File: src/rtl/tked_pkg.sv
`timescale 1ns / 1ps

package tked_pkg;

    // Bytes of the escape sequences.
    localparam logic [7:0] CH_ESC   = 8'd27;
    localparam logic [7:0] CH_LBR   = 8'h5B;  // '['
    localparam logic [7:0] CH_TILDE = 8'h7E;  // '~'
    localparam logic [7:0] CH_A     = 8'h41;  // 'A'
    localparam logic [7:0] CH_D     = 8'h44;  // 'D'
    localparam logic [7:0] CH_E     = 8'h45;  // 'E'
    localparam logic [7:0] CH_0     = 8'h30;
    localparam logic [7:0] CH_1     = 8'h31;
    localparam logic [7:0] CH_2     = 8'h32;
    localparam logic [7:0] CH_3     = 8'h33;
    localparam logic [7:0] CH_4     = 8'h34;
    localparam logic [7:0] CH_5     = 8'h35;
    localparam logic [7:0] CH_6     = 8'h36;
    localparam logic [7:0] CH_7     = 8'h37;
    localparam logic [7:0] CH_8     = 8'h38;
    localparam logic [7:0] CH_9     = 8'h39;

    // Dense special key codes.
    localparam logic [7:0] KEY_UNKNOWN = 8'd0;
    localparam logic [7:0] KEY_UP      = 8'd1;
    localparam logic [7:0] KEY_HOME    = 8'd5;
    localparam logic [7:0] KEY_INSERT  = 8'd6;
    localparam logic [7:0] KEY_DELETE  = 8'd7;
    localparam logic [7:0] KEY_END     = 8'd8;
    localparam logic [7:0] KEY_PGUP    = 8'd9;
    localparam logic [7:0] KEY_PGDN    = 8'd10;
    localparam logic [7:0] KEY_F1      = 8'd11;
    localparam logic [7:0] KEY_F6      = 8'd16;
    localparam logic [7:0] KEY_F7      = 8'd17;
    localparam logic [7:0] KEY_F8      = 8'd18;
    localparam logic [7:0] KEY_F9      = 8'd19;
    localparam logic [7:0] KEY_F10     = 8'd20;
    localparam logic [7:0] KEY_F12     = 8'd21;

endpackage

File: src/rtl/terminal_escape_key_decoder.sv
`timescale 1ns / 1ps

// A byte that produces a key shows it on the master side in the cycle after its beat.
// Throughput: one byte per cycle; the output register lets a new byte in while a key
// waits, as long as the master side takes it in the same cycle.
// Bytes inside an escape sequence produce no output beat.
// Reset (i_rst_n low at a clock edge) returns the parser to idle and empties the output.
module terminal_escape_key_decoder (
    input  logic       i_clk,
    input  logic       i_rst_n,
    input  logic       s_axis_tvalid,
    output logic       s_axis_tready,
    input  logic [7:0] s_axis_tdata,   // [7:0] rx_byte
    output logic       m_axis_tvalid,
    input  logic       m_axis_tready,
    output logic [7:0] m_axis_tdata,   // [7:0] key_value
    output logic       m_axis_tuser    // [0] is_special
);
    import tked_pkg::*;

    // Parser states. The last ten wait for the closing tilde of a numbered key.
    typedef enum logic [3:0] {
        ST_IDLE,
        ST_ESC,
        ST_CSI,
        ST_ONE,
        ST_TWO,
        ST_LBR,
        ST_T_DEL,
        ST_T_END,
        ST_T_PGUP,
        ST_T_PGDN,
        ST_T_F6,
        ST_T_F7,
        ST_T_F8,
        ST_T_F9,
        ST_T_F10,
        ST_T_F12
    } t_state;

    t_state     r_state;
    t_state     n_state;
    logic       n_emit;
    logic       n_special;
    logic [7:0] n_value;
    logic [7:0] tilde_key;
    logic       r_out_valid;
    logic       r_out_special;
    logic [7:0] r_out_value;
    logic       in_beat;
    logic [7:0] b;

    // The output register is free when empty or when its key leaves this cycle.
    assign s_axis_tready = !r_out_valid || m_axis_tready;
    assign in_beat       = s_axis_tvalid && s_axis_tready;
    assign b             = s_axis_tdata;

    // Key finished by a tilde in each waiting state.
    always_comb begin
        unique case (r_state)
            ST_T_DEL:  tilde_key = KEY_DELETE;
            ST_T_END:  tilde_key = KEY_END;
            ST_T_PGUP: tilde_key = KEY_PGUP;
            ST_T_PGDN: tilde_key = KEY_PGDN;
            ST_T_F6:   tilde_key = KEY_F6;
            ST_T_F7:   tilde_key = KEY_F7;
            ST_T_F8:   tilde_key = KEY_F8;
            ST_T_F9:   tilde_key = KEY_F9;
            ST_T_F10:  tilde_key = KEY_F10;
            ST_T_F12:  tilde_key = KEY_F12;
            default:   tilde_key = KEY_UNKNOWN;
        endcase
    end

    // One parser step. Any byte that breaks a sequence ends it with the unknown key,
    // so the default of every step is "emit unknown and go idle".
    always_comb begin
        n_state   = ST_IDLE;
        n_emit    = 1'b1;
        n_special = 1'b1;
        n_value   = KEY_UNKNOWN;
        unique case (r_state)
            ST_IDLE: begin
                if (b == CH_ESC) begin
                    n_state = ST_ESC;
                    n_emit  = 1'b0;
                end else begin
                    n_special = 1'b0;
                    n_value   = b;
                end
            end
            ST_ESC: begin
                if (b == CH_LBR) begin
                    n_state = ST_CSI;
                    n_emit  = 1'b0;
                end
            end
            ST_CSI: begin
                if (b >= CH_A && b <= CH_D) begin
                    n_value = KEY_UP + (b - CH_A);
                end else if (b == CH_1) begin
                    n_state = ST_ONE;
                    n_emit  = 1'b0;
                end else if (b == CH_2) begin
                    n_state = ST_TWO;
                    n_emit  = 1'b0;
                end else if (b == CH_3) begin
                    n_state = ST_T_DEL;
                    n_emit  = 1'b0;
                end else if (b == CH_4) begin
                    n_state = ST_T_END;
                    n_emit  = 1'b0;
                end else if (b == CH_5) begin
                    n_state = ST_T_PGUP;
                    n_emit  = 1'b0;
                end else if (b == CH_6) begin
                    n_state = ST_T_PGDN;
                    n_emit  = 1'b0;
                end else if (b == CH_LBR) begin
                    n_state = ST_LBR;
                    n_emit  = 1'b0;
                end
            end
            ST_ONE: begin
                if (b == CH_TILDE) begin
                    n_value = KEY_HOME;
                end else if (b == CH_7) begin
                    n_state = ST_T_F6;
                    n_emit  = 1'b0;
                end else if (b == CH_8) begin
                    n_state = ST_T_F7;
                    n_emit  = 1'b0;
                end else if (b == CH_9) begin
                    n_state = ST_T_F8;
                    n_emit  = 1'b0;
                end
            end
            ST_TWO: begin
                if (b == CH_TILDE) begin
                    n_value = KEY_INSERT;
                end else if (b == CH_0) begin
                    n_state = ST_T_F9;
                    n_emit  = 1'b0;
                end else if (b == CH_1) begin
                    n_state = ST_T_F10;
                    n_emit  = 1'b0;
                end else if (b == CH_4) begin
                    n_state = ST_T_F12;
                    n_emit  = 1'b0;
                end
            end
            ST_LBR: begin
                if (b >= CH_A && b <= CH_E) begin
                    n_value = KEY_F1 + (b - CH_A);
                end
            end
            default: begin
                if (b == CH_TILDE) begin
                    n_value = tilde_key;
                end
            end
        endcase
    end

    // Parser state and the output register. A key is loaded when its byte is taken;
    // otherwise the register empties once the master side takes its beat.
    always_ff @(posedge i_clk) begin
        if (!i_rst_n) begin
            r_state     <= ST_IDLE;
            r_out_valid <= 1'b0;
        end else begin
            if (in_beat) begin
                r_state <= n_state;
            end
            if (in_beat && n_emit) begin
                r_out_valid <= 1'b1;
            end else if (m_axis_tready) begin
                r_out_valid <= 1'b0;
            end
        end
        if (in_beat && n_emit) begin
            r_out_special <= n_special;
            r_out_value   <= n_value;
        end
    end

    assign m_axis_tvalid = r_out_valid;
    assign m_axis_tdata  = r_out_value;
    assign m_axis_tuser  = r_out_special;

endmodule

File: config.mk
export PLATFORM = sky130hd
export DESIGN_NAME = terminal_escape_key_decoder
export DESIGN_NICKNAME = d
export VERILOG_FILES = /design/src/rtl/tked_pkg.sv /design/src/rtl/terminal_escape_key_decoder.sv
export SDC_FILE = /design/constraint.sdc
export NUM_CORES = 1
export LEC_CHECK = 0
export BUFFER_PORTS_ARGS = -buffer_cell sky130_fd_sc_hd__buf_4
export CAP_MARGIN = 10
export CORE_UTILIZATION = 59
export DETAILED_ROUTE_END_ITERATION = 12
export PLACE_DENSITY = 0.81
export SLEW_MARGIN = 20
export SYNTH_ARGS = -nofsm -noshare
export SYNTH_HDL_FRONTEND = slang
export SYNTH_SLANG_ARGS = --single-unit
export TNS_END_PERCENT = 5
File: constraint.sdc
create_clock -name i_clk -period 3.9 [get_ports i_clk]
set_clock_uncertainty 0.1 [all_clocks]
set_input_delay 0.585 -clock i_clk [delete_from_list [all_inputs] [get_ports i_clk]]
set_output_delay 0.585 -clock i_clk [all_outputs]
set_load 0.1 [all_outputs]
Yosys cells after proc, flatten, opt, wreduce, memory -nomap -nowiden
Memories as Yosys holds them, arrays and structs flattened. A register that Yosys moved wholly into a read port is not among the register bits.
Index checks and enable logic that the tools add are counted.
{ "totals": {"in_bits": 12, "memories": 1, "out_inout_bits": 11, "mem_bits_ro": 80, "ff_bits": 14, "word_cells": 86} }
{ "op_classes": {"n_lt_le_gt_ge": 3, "n_addsub": 3, "reduce_logical": 8, "n_mux": 49, "n_eq_ne": 18} }
{ "mem_list": {"columns": ["name", "words", "width", "read_ports", "rd_clocked_by_memory_dff", "wr", "line", "text"], "rows": [
  ["(name not given)", 16, 5, 1, 1, 0, "terminal_escape_key_decoder.sv:60", "unique case (r_state)"]
]} }
{ "op_table": {"columns": ["cell", "n"], "rows": [
  ["$eq 8x6->1 const B", 10],
  ["$mux 4", 17],
  ["$pmux 8 s6", 1],
  ["$mux 8", 4],
  ["$mux 1", 21],
  ["$pmux 4 s5", 1],
  ["$eq 8x7->1 const B", 2],
  ["$le 8x7->1 const B", 2],
  ["$mux 3", 3],
  ["$add 1x8->8 const A", 1],
  ["$add 4x8->8 const A", 1],
  ["$eq 4x2->1 const B", 2],
  ["$eq 4x3->1 const B", 2],
  ["$eq 8x5->1 const B", 1],
  ["$ge 8x7->1 const B", 1],
  ["$sub 8x7->8 const B", 1],
  ["$pmux 1 s5", 1],
  ["$eq 4x1->1 const B", 1],
  ["$logic_and 1x1->1", 4],
  ["$logic_not 4->1", 1],
  ["$mux 2", 1],
  ["$reduce_bool 2->1", 1],
  ["$logic_not 1->1", 1],
  ["$logic_or 1x1->1", 1]
]} }

Longest topological paths before layout
Gate-level depths: netlist (run 1).
{ "logic_depth": {"depth_word": 12, "ltp_mapped": 13, "mapped_depth_nobuf": 12} }

Worst setup path before layout (run 1)
Ideal clock, no wire load.
{ "synth_path": {"path_type": "register to register", "startpoint": "reg r_out_valid (netlist: m_axis_tvalid)", "endpoint": "reg tilde_key[0] (netlist name)", "path_stages_with_launch": 12, "path_slack_ns": 0.437, "setup_time_ns": 0.121, "n_path_buf": 0, "arrival_time_ns": 3.242, "cell_sequence": "dfxtp_1 -> nor2b_1 -> inv_1 -> nand2_1 -> a21o_1 -> o21ai_0 -> a21oi_1 -> inv_1 -> ha_1 -> a211oi_1 -> a31oi_1 -> a2bb2o_1"} }
{ "synth_between": {"elab_chain_len": 5} }
{ "synth_lines": {"columns": ["element", "line", "text"], "rows": [
  ["start, declared", "terminal_escape_key_decoder.sv:47", "logic r_out_valid;"],
  ["start signal, assigned", "terminal_escape_key_decoder.sv:170", "r_out_valid <= 1'b0;"],
  ["start signal, assigned", "terminal_escape_key_decoder.sv:176", "r_out_valid <= 1'b1;"],
  ["start signal, assigned", "terminal_escape_key_decoder.sv:178", "r_out_valid <= 1'b0;"],
  ["$logic_not 1->1", "terminal_escape_key_decoder.sv:54", "assign s_axis_tready = !r_out_valid || m_axis_tready;"],
  ["$logic_or 1x1->1", "terminal_escape_key_decoder.sv:54", null],
  ["via s_axis_tready", "terminal_escape_key_decoder.sv:12", "output logic s_axis_tready,"],
  ["$logic_and 1x1->1", "terminal_escape_key_decoder.sv:55", "assign in_beat = s_axis_tvalid && s_axis_tready;"],
  ["$mux 4 (no source line) (2 in a row)", null, null]
]} }
The timed path passes the listed nets, and every way through them passes these cells.
A chain may end at the register's enable or synchronous reset.

Final worst setup path (run 1)
{ "layout_path": {"startpoint": "in s_axis_tdata[1]", "endpoint": "reg tilde_key[0] (netlist name)"} }
{ "layout_between": {"elab_chain_len": 12, "elab_cells_between_ends": 37, "classes_between": "order compare (2); eq/ne (13); mux (21); reduce/logical (1)"} }
{ "layout_lines": {"columns": ["element", "line", "text"], "rows": [
  ["start, declared", "terminal_escape_key_decoder.sv:13", "input logic [7:0] s_axis_tdata,"],
  ["$eq 8x7->1", "terminal_escape_key_decoder.sv:93, terminal_escape_key_decoder.sv:119", null],
  ["$mux 3", "terminal_escape_key_decoder.sv:119", "end else if (b == CH_LBR) begin"],
  ["$mux 4", "terminal_escape_key_decoder.sv:116", "end else if (b == CH_6) begin"],
  ["$mux 4", "terminal_escape_key_decoder.sv:113", "end else if (b == CH_5) begin"],
  ["$mux 4", "terminal_escape_key_decoder.sv:110", "end else if (b == CH_4) begin"],
  ["$mux 4", "terminal_escape_key_decoder.sv:107", "end else if (b == CH_3) begin"],
  ["$mux 4", "terminal_escape_key_decoder.sv:104", "end else if (b == CH_2) begin"],
  ["$mux 4", "terminal_escape_key_decoder.sv:101", "end else if (b == CH_1) begin"],
  ["$mux 4", "terminal_escape_key_decoder.sv:99", "if (b >= CH_A && b <= CH_D) begin"],
  ["$pmux 4 s5 (*)", "terminal_escape_key_decoder.sv:82", "unique case (r_state)"],
  ["$mux 4 (no source line) (*) (2 in a row)", null, null]
]} }
Every way passes the cells marked *; elsewhere a longest branch is shown, timed or not.

==> results by stage, run 1 <==
Run status:
- The run finished with clean final reports.

Placement:
- Timing analysis after detailed placement gives a worst setup slack of 0.395 ns.
- During placement, the flow inserted port buffers numbering 22.
- At the end of routability-driven placement, the weighted congestion stood at 0.929.
- The total half-perimeter wirelength after legalization and detailed placement is 3.89 mm.

Synthesis:
- Counting flops with a built-in enable in the synthesized netlist gives 9.
- Ranked by instance count, the synthesized netlist is headed by 18 x inv_1, 17 x nand2_1, 16 x nor2_1.
- The number of distinct standard cells referenced by the synthesized netlist is 72.
- The sequential share of the synthesized area is 0.241.
- In this run the mean area of a mapped cell was 8.39 um^2.
- Sorting the synthesized cells by area gives the leading types as edfxtp_1 14%, dfxtp_1 10%, ha_1 7.0%.
- The mapped netlist covers 1960 um^2.
- The share of synthesized area in the top cell type comes to 0.138.
- The synthesis warning total is 0.
- In the synthesized netlist the dominant register cell turns out to be dfxtp_1.
- The top cell type by total area after synthesis is edfxtp_1.
- The post-synthesis net count is 256.
- In the synthesized netlist, the number of instances is 233.
- The flip-flop and latch count after synthesis is 19.
- After synthesis, the share of flip-flops with an asynchronous set or reset is 0.
- inv_1 is the most common cell in the netlist.

Critical path:
- The type of element launching the critical path is an input port.
- In this run the worst path has a maximum fanout of 6.
- The arrival time reported for the critical path endpoint is 3.31 ns.
- The setup check on the worst reg-to-reg path leaves a slack of 0.73 ns.
- The worst setup path is captured at a register.
- The most critical setup path has its startpoint at s_axis_tdata[1].
- The required time reported for the critical path endpoint is 4.00 ns.
- The kind of critical path is input port to register.
- In this run the critical register-to-register path is launched from r_state[0].

CTS:
- After clock tree synthesis, the clock-pin slew on the worst setup and hold paths is 0.11 ns.
- The number of hold-repair buffers added at the cts stage is 0.
- The CTS tree is built.
- In this run the clock root is driven by a clkbuf_4.
- The maximum buffer depth of the clock tree is 2.
- The number of clock sinks seen by CTS is 19.
- The number of gates given a new drive strength after cts is 0.
- The number of setup buffers added after CTS is 0.
- CTS built an H-tree with a depth of 1.
- The latest clock arrival within the worst-skew pair is 0.30 ns.
- The number of CTS-inserted buffers is 3.

Hold path:
- The startpoint identified for the worst hold timing path is s_axis_tvalid.
- In this run the worst hold path is classified as input port to register.

Timing:
- The max-slew violation count is 0.
- In the finished design, the share of the clock period the worst path needs comes to 0.823.
- Setup repair after global routing left no endpoint under its margin.
- The setup TNS is 0 ns.
- For the pin with the worst max-slew slack, the measured transition is 0.690 ns.
- The number of endpoints with negative hold slack in the final report is 0.
- The worst hold slack is 0.462 ns.
- The maximum achievable frequency is 0.312 GHz.
- The shortest period the worst path allows is 3.21 ns.
- The smallest setup slack after layout is 0.691 ns.
- The max-slew headroom at the worst pin is 0.537.
- The final setup violation count is 0.

Drt:
- In the final routing, the length of wire on met1 measures 2.19 mm.
- The antenna violation net count after detailed routing is 0.
- Using the TritonRoute via totals, the vias-per-cell ratio works out to 6.40.
- The sum of met3 wire segment lengths after detailed routing is 360 um.
- The first TritonRoute pass finished after 5 iterations.
- The DRC marker count from the first detailed-route iteration is 129.
- The sum of routed wire length over all layers is 5.04 mm.
- The detail-routed net length per standard cell is 17.1 um.
- The residual DRC count is 0.
- Summing over every cut layer, the via total after detailed routing is 1888.
- The highest metal layer carrying signal wires in the routed design is met4.
- The met2 wire length is 2.46 mm.

Finish:
- The filler cells instantiated in the layout total 291.
- The area growth from synthesis to final layout is 10.9%.
- The number of antenna diodes in the final layout is 0.
- Across the whole layout, storage elements account for 470 um^2.
- Measured on the finished design, the core utilization comes to 0.699.
- The multi-input combinational cell area is 1360 um^2.
- In the final layout, the share of cells above drive strength 1 is 0.199.
- The net count reported at finish is 275.

Pwr:
- Dividing total power by cell area gives a power density of 256 nW/um^2.
- Summed over all cells, the static leakage comes to 0.000854 uW.
- The worst-case vdd ir drop is 0.000182 V.

Floorplanning:
- In this run the vertical extent of the chip is 59.6 um.
- The count of standard-cell rows is 20.
- The initial cell density of the core is 0.630.
- The floorplan step set the die width to 59.6 um.
- The core area is 3100 um^2.
- The die covers 3550 um^2.
- The total I/O pin count is 23.

Global routing:
- The first-pass GRT wire length is 7.80 mm.
- The pin count of the biggest net entering global routing is 21.
- The initial antenna violation count is 0.
- The number of global-route vias before repair is 1646.
- Across every metal layer, demand over resource in global routing totals 0.294.
- After global routing the overflow that remains totals 0.

Run:
- Max-cap violations in this run came to 0.
-- through the flow --
step                      total power [uW]  instances  area, um^2
after detailed placement               459        291        2140
after CTS                              555        295        2170
final                                  556        295        2170
after floorplan                        406        233        1960
after global placement                 457        291        2140
after global routing                   582        295        2170
-- final cells by class --
type / count / area share
Inverter: 18 / 0.0312
Clock buffer: 3 / 0.0104
Sequential cell: 19 / 0.217
Tap cell: 44 / 0.0254
Clock inverter: 1 / 0.00231
Multi-Input combinational cell: 185 / 0.627
Timing Repair Buffer: 25 / 0.0866
-- sequential cells by signal, summed over array words and instances (netlist names) --
| signal | cells |
|---|---|
| m_axis_tvalid | 1 |
| m_axis_tuser | 1 |
| tilde_key | 5 |
| r_state | 4 |
| m_axis_tdata | 8 |
-- power breakdown --
part | internal (uW) | switching (uW) | total [uW]
Clock | 38.2 | 58.8 | 97.0
Combinational | 67.0 | 164 | 231
Sequential | 223 | 5.00 | 228
-- final timing paths --
| path | endpoint | cells after the start |
|---|---|---|
| hold / removal | m_axis_tvalid | 3 |
| setup / recovery | tilde_key[0] | 13 |
| hold reg to reg | m_axis_tdata[3] | 2 |
| setup reg to reg | tilde_key[0] | 9 |
-- critical path, cell delays in order --
cell,delay [ns]
buf_4,0.13
inv_1,0.17
ha_1,0.30
nor4b_1,0.34
nor4_1,0.08
a31o_2,0.22
or3_4,0.35
a21oi_1,0.27
inv_1,0.08
ha_1,0.29
a211oi_1,0.17
a31oi_1,0.06
a2bb2o_1,0.26
-- placed cells by master, fill, tap and decap left out, drive strengths merged, types with 3 or more instances in the layout --
cell type	count
clkbuf	3
nor3	4
or3	6
xnor2	8
xor2	5
nor2	17
o21a	3
nor4b	4
ha	11
inv	18
o21ai	10
a22oi	3
a21o	3
edfxtp	9
a21oi	13
o221ai	3
nor3b	3
nor2b	6
buf	25
nand3	7
a31oi	4
nor4	4
nand2b	5
nand2	17
dfxtp	10
nand3b	3
-- cell families after synthesis --
group / after synthesis / share of synthesized area
fa+ha+maj: 11 / 0.0704
buf+inv: 29 / 0.0640
flops: 19 / 0.241
compound gates: 69 / 0.273
simple gates: 90 / 0.281
mux: 2 / 0.0128
xor+xnor: 13 / 0.0582
-- routing by layer --
layer,GRT usage,up-vias
met1,0.394,890
met2,0.506,85
li1,-,909
met4,0.0365,0
met3,0.0502,4
met5,0,-
(Power assumes the default switching activity.)
==> inputs of run 2 (changes only) <==
--- a/config.mk
+++ b/config.mk
@@ -5,11 +5,12 @@
 export SDC_FILE = /design/constraint.sdc
 export NUM_CORES = 1
 export LEC_CHECK = 0
+export ABC_AREA = 1
 export BUFFER_PORTS_ARGS = -buffer_cell sky130_fd_sc_hd__buf_4
 export CAP_MARGIN = 10
-export CORE_UTILIZATION = 59
+export CORE_UTILIZATION = 58
 export DETAILED_ROUTE_END_ITERATION = 12
-export PLACE_DENSITY = 0.81
+export PLACE_DENSITY = 0.8
 export SLEW_MARGIN = 20
 export SYNTH_ARGS = -nofsm -noshare
 export SYNTH_HDL_FRONTEND = slang
==> constraint.sdc (replaced) <==
create_clock -name i_clk -period 3.3 [get_ports i_clk]
set_clock_uncertainty 0.1 [all_clocks]
set_input_delay 0.495 -clock i_clk [delete_from_list [all_inputs] [get_ports i_clk]]
set_output_delay 0.495 -clock i_clk [all_outputs]
set_load 0.1 [all_outputs]
==> run 2 against run 1 <==
Clock power grew 11%. Sequential share of layout area grew 0.46 points. Combinational power grew 12%. Critical path type unchanged. Die area shrank 2.0%. Register-to-register slack gained 0.12 ns. Hold slack lost 0.075 ns. Largest cell class unchanged. Global-route usage shrank 0.66 points.
==> results by stage, run 2 <==
Drt:
- The detail-routed net length per standard cell is 13.0 um (-24%).
- The antenna violation net count after detailed routing came to 0 (unchanged).
- The sum of routed wire length over all layers is 4.68 mm (-7.0%).
- The total iterations of the first detailed-routing run came to 5 (unchanged).
- The vias after detailed routing is 1990 (+5.4%).
- The residual DRC count is 0 (unchanged).
- The number of vias per cell is 5.51 (-14%).
- The DRC marker count from the first detailed-route iteration came to 132 (+2.3%).

Critical path:
- The startpoint identified for the worst register-to-register timing path is r_state[2].
- The critical path's slowest cell is ha_1.
- The critical path's largest stage delay came to 0.28 ns (-0.07 ns).
- The required time reported for the critical path endpoint is 3.38 ns (-0.62 ns).
- The critical path capture point type is a register.
- The critical path buffer and inverter count came to 4 (+1).
- The maximum fanout encountered on the critical timing path came to 6 (unchanged).
- The arrival time reported for the critical path endpoint is 2.63 ns (-0.68 ns).
- The worst setup path is of the input port to register kind.
- The timing startpoint of the critical path is s_axis_tdata[1].
- The type of element launching the critical path is an input port.
- The cell class contributing the biggest share of worst-path delay is simple AND/OR/NAND/NOR gates.
- The signal on the critical path passes through buf_4, inv_1, ha_1, inv_1, nor2_1, o21ai_1, nand2_1, nand2_1, nand3_1, o21ai_1, nor2_1, inv_1, ha_1, nand3b_1, nand3_1, nand2_1.

Synthesis:
- The library cell with the highest instance count after synthesis is nand2_1.
- The sequential share of the synthesized area was 0.250 (+0.00944).
- The async set or reset register ratio after synthesis is 0 (unchanged).
- The average instance area after synthesis is 6.44 um^2 (-23%).
- Counting instances in the post-synthesis netlist gives the leading cell types as 79 x nand2_1, 38 x inv_1, 37 x nand3_1.
- The flip-flop and latch count after synthesis is 19 (unchanged).
- The synthesis warning total was 0 (unchanged).
- The number of distinct standard cells referenced by the synthesized netlist is 36 (-50%).
- The cell count after synthesis is 292 (+25%).
- The post-synthesis net count is 315 (+23%).
- The fraction of synthesized area in multiplexers was 0 (-0.0128).
- Sorting the synthesized cells by area gives the leading types as nand2_1 16%, edfxtp_1 14%, dfxtp_1 11%.
- The post-synthesis share of cell area spent on full adders, half adders and majority gates is 0.0731 (+0.00276).
- The share of the synthesized area in compound gates (AO/OA/AOI/OAI) is 0.125 (-0.148).
- The fraction of synthesized cell area taken by the top area cell type came to 0.158 (+0.0194).
- The synthesized area is 1880 um^2 (-3.8%).
- The basic-gate share of the synthesized area counting and, or, nand and nor cells is 0.431 (+0.150).
- The most used flip-flop cell after synthesis is dfxtp_1.
- By area, the combinational part of the netlist is dominated by simple AND/OR/NAND/NOR gates.
- The number of flops mapped to enable cells by yosys is 9 (unchanged).
- Of all cell types, the one taking the most synthesized area is nand2_1.
- The area share of xor/xnor cells in the synthesized design came to 0.0273 (-0.0310).

Placement:
- The port buffer count was 22 (unchanged).
- The total half-perimeter wirelength after legalization and detailed placement is 3.87 mm (-0.40%).
- The last weighted congestion value of the routability-driven placer was 0.940 (+1.2%).
- The worst slack at placement was 0.473 ns (+0.0771 ns).

Finish:
- The fraction of final layout cells sized beyond drive strength 1 is 0.170 (-0.0289).
- The count of fill cells added during filler insertion is 315 (+8.2%).
- The number of flip-flops in the largest register was 8 (unchanged).
- The net count reported at finish was 341 (+24%).
- The footprint of the flip-flops and latches was 470 um^2 (unchanged).
- The multi-input combinational cell area is 1230 um^2 (-9.2%).
- The antenna diode count is 0 (unchanged).
- From synthesis to final layout, the design area changed by 12.8%.
- The most common cell after layout, fill and taps aside is nand2_1.
- The top cell types in the final layout, fill and taps aside, are 79 x nand2_1, 38 x inv_1, 37 x nand3_1, 28 x nor2_1, 22 x buf_4.

Floorplanning:
- The chip height is 59.0 um (-1.0%).
- The total I/O pin count came to 23 (unchanged).
- The die area came to 3480 um^2 (-2.0%).
- The initial cell density of the core is 0.611 (-0.0189).
- The width of the die is 59.0 um (-1.0%).
- The core area came to 3080 um^2 (-0.81%).
- The count of standard-cell rows was 20 (unchanged).

CTS:
- The number of CTS-inserted buffers is 3 (unchanged).
- CTS placed an instance of clkbuf_4 at the clock tree root.
- TritonCTS built the clock tree.
- The buffer count from post-CTS setup fixing came to 0 (unchanged).
- The maximum level of the CTS H-tree is 1 (unchanged).
- The number of clock sinks seen by CTS is 19 (unchanged).
- The latest clock arrival within the worst-skew pair is 0.28 ns (-0.02 ns).
- The maximum buffer depth of the clock tree is 2 (unchanged).
- The clock input transition at the sequential cells of the worst setup and hold paths is 0.09 ns (-0.02 ns).
- The number of hold-repair buffers added at the cts stage is 0 (unchanged).
- The number of gates given a new drive strength after cts is 0 (unchanged).

Run status:
- The run finished with clean final reports.

Global routing:
- The global-route congestion overflow total is 0 (unchanged).
- The first-pass GRT wire length is 7.56 mm (-3.2%).
- The number of global-route vias before repair was 1697 (+3.1%).
- The initial antenna violation count is 0 (unchanged).
- The combined global-route utilization of all metal layers came to 0.287 (-0.00656).
- The pin count of the biggest net entering global routing was 11 (-48%).

Hold path:
- The worst hold path begins at i_rst_n.
- The type of the most critical hold path is input port to register.

Pwr:
- The total power density per cell area is 300 nW/um^2 (+17%).
- The leakage power total is 0.00105 uW (+23%).
- The worst-case vdd ir drop is 0.000380 V (+110%).

Timing:
- The maximum achievable frequency is 0.393 GHz.
- The number of endpoints with negative hold slack in the final report is 0 (unchanged).
- The max-slew headroom at the worst pin was 0.595 (+0.0586).
- The smallest setup slack after layout is 0.757 ns (+0.0667 ns).
- The shortest period the worst path allows is 2.54 ns.
- The worst-margin pin slew came to 0.601 ns (-0.0893 ns).
- Setup repair after global routing left no endpoint under its margin.
- The worst hold slack is 0.386 ns (-0.0754 ns).
- The setup TNS is 0 ns (unchanged).
- Of the available clock period, the critical path in the final layout requires 0.771.
- The final setup violation count is 0 (unchanged).
- The max-slew violation count was 0 (unchanged).

Run:
- The number of max-cap violations is 0 (unchanged).
[run 2: cell types whose count changed in the layout (fill, tap and decap cells not counted), moves of 4 or more]
| cell | previous run | this run |
|---|---|---|
| nand2_1 | 17 | 79 |
| nand3_1 | 7 | 37 |
| inv_1 | 18 | 38 |
| nor2_1 | 16 | 28 |
| nand2_2 | 0 | 7 |
| inv_2 | 0 | 6 |
| nor2b_1 | 6 | 0 |
| xnor2_1 | 8 | 2 |
| nand2b_1 | 5 | 0 |
| nor4_1 | 4 | 0 |
| or3_1 | 4 | 0 |
[run 2: cells by family (layout without fill, tap and decap cells)]
family	count (synthesis)	in the layout
fa+ha+maj	11	11
compound gates	39	39
simple gates	172	172
flops	19	19
xor+xnor	5	5
buf+inv	46	71
[run 2: stage by stage]
| stage | power [uW] | area (um^2) | util | cells |
|---|---|---|---|---|
| 6_report | 638 | 2120 | 0.690 | 361 |
| 5_1_grt | 667 | 2120 | 0.690 | 361 |
| 4_1_cts | 639 | 2120 | 0.690 | 361 |
| 3_5_place_dp | 532 | 2100 | 0.681 | 357 |
| 3_3_place_gp | 532 | 2100 | 0.681 | 357 |
| 2_1_floorplan | 469 | 1880 | - | 292 |
[run 2: metal layers]
metal	wire length [um]	vias up	global-route usage	part of all wire
met3	381	2	0.0527	0.081
met5	0	-	0	0
li1	-	1022	-	-
met2	2170	102	0.481	0.46
met4	8	0	0.0204	0.0017
met1	2120	864	0.402	0.45
[run 2: path summary, 6_finish.rpt]
check                                        to  slack (ns)  cells past startpoint
worst max-delay path               tilde_key[0]        0.76                     16
worst min register to register  m_axis_tdata[0]        0.46                      2
worst min-delay path                 r_state[2]        0.39                      3
worst max register to register     tilde_key[0]        0.85                     12
[run 2: power by group]
part / total [uW] / switching [uW] / internal (uW)
combinational: 259 / 196 / 62.4
sequential: 271 / 5.83 / 266
clock: 108 / 60.8 / 46.9
[run 2: final cells by class]
class,count,share of cell area
inverters,45,0.0807
repair buffers,22,0.0778
well taps,44,0.0259
clock buffers,4,0.0124
multi-input cells,227,0.582
flip-flops and latches,19,0.222
[run 2: worst min-delay path: stages]
cell     delay [ns]
buf_4          0.12
nand2_4        0.07
inv_4          0.06
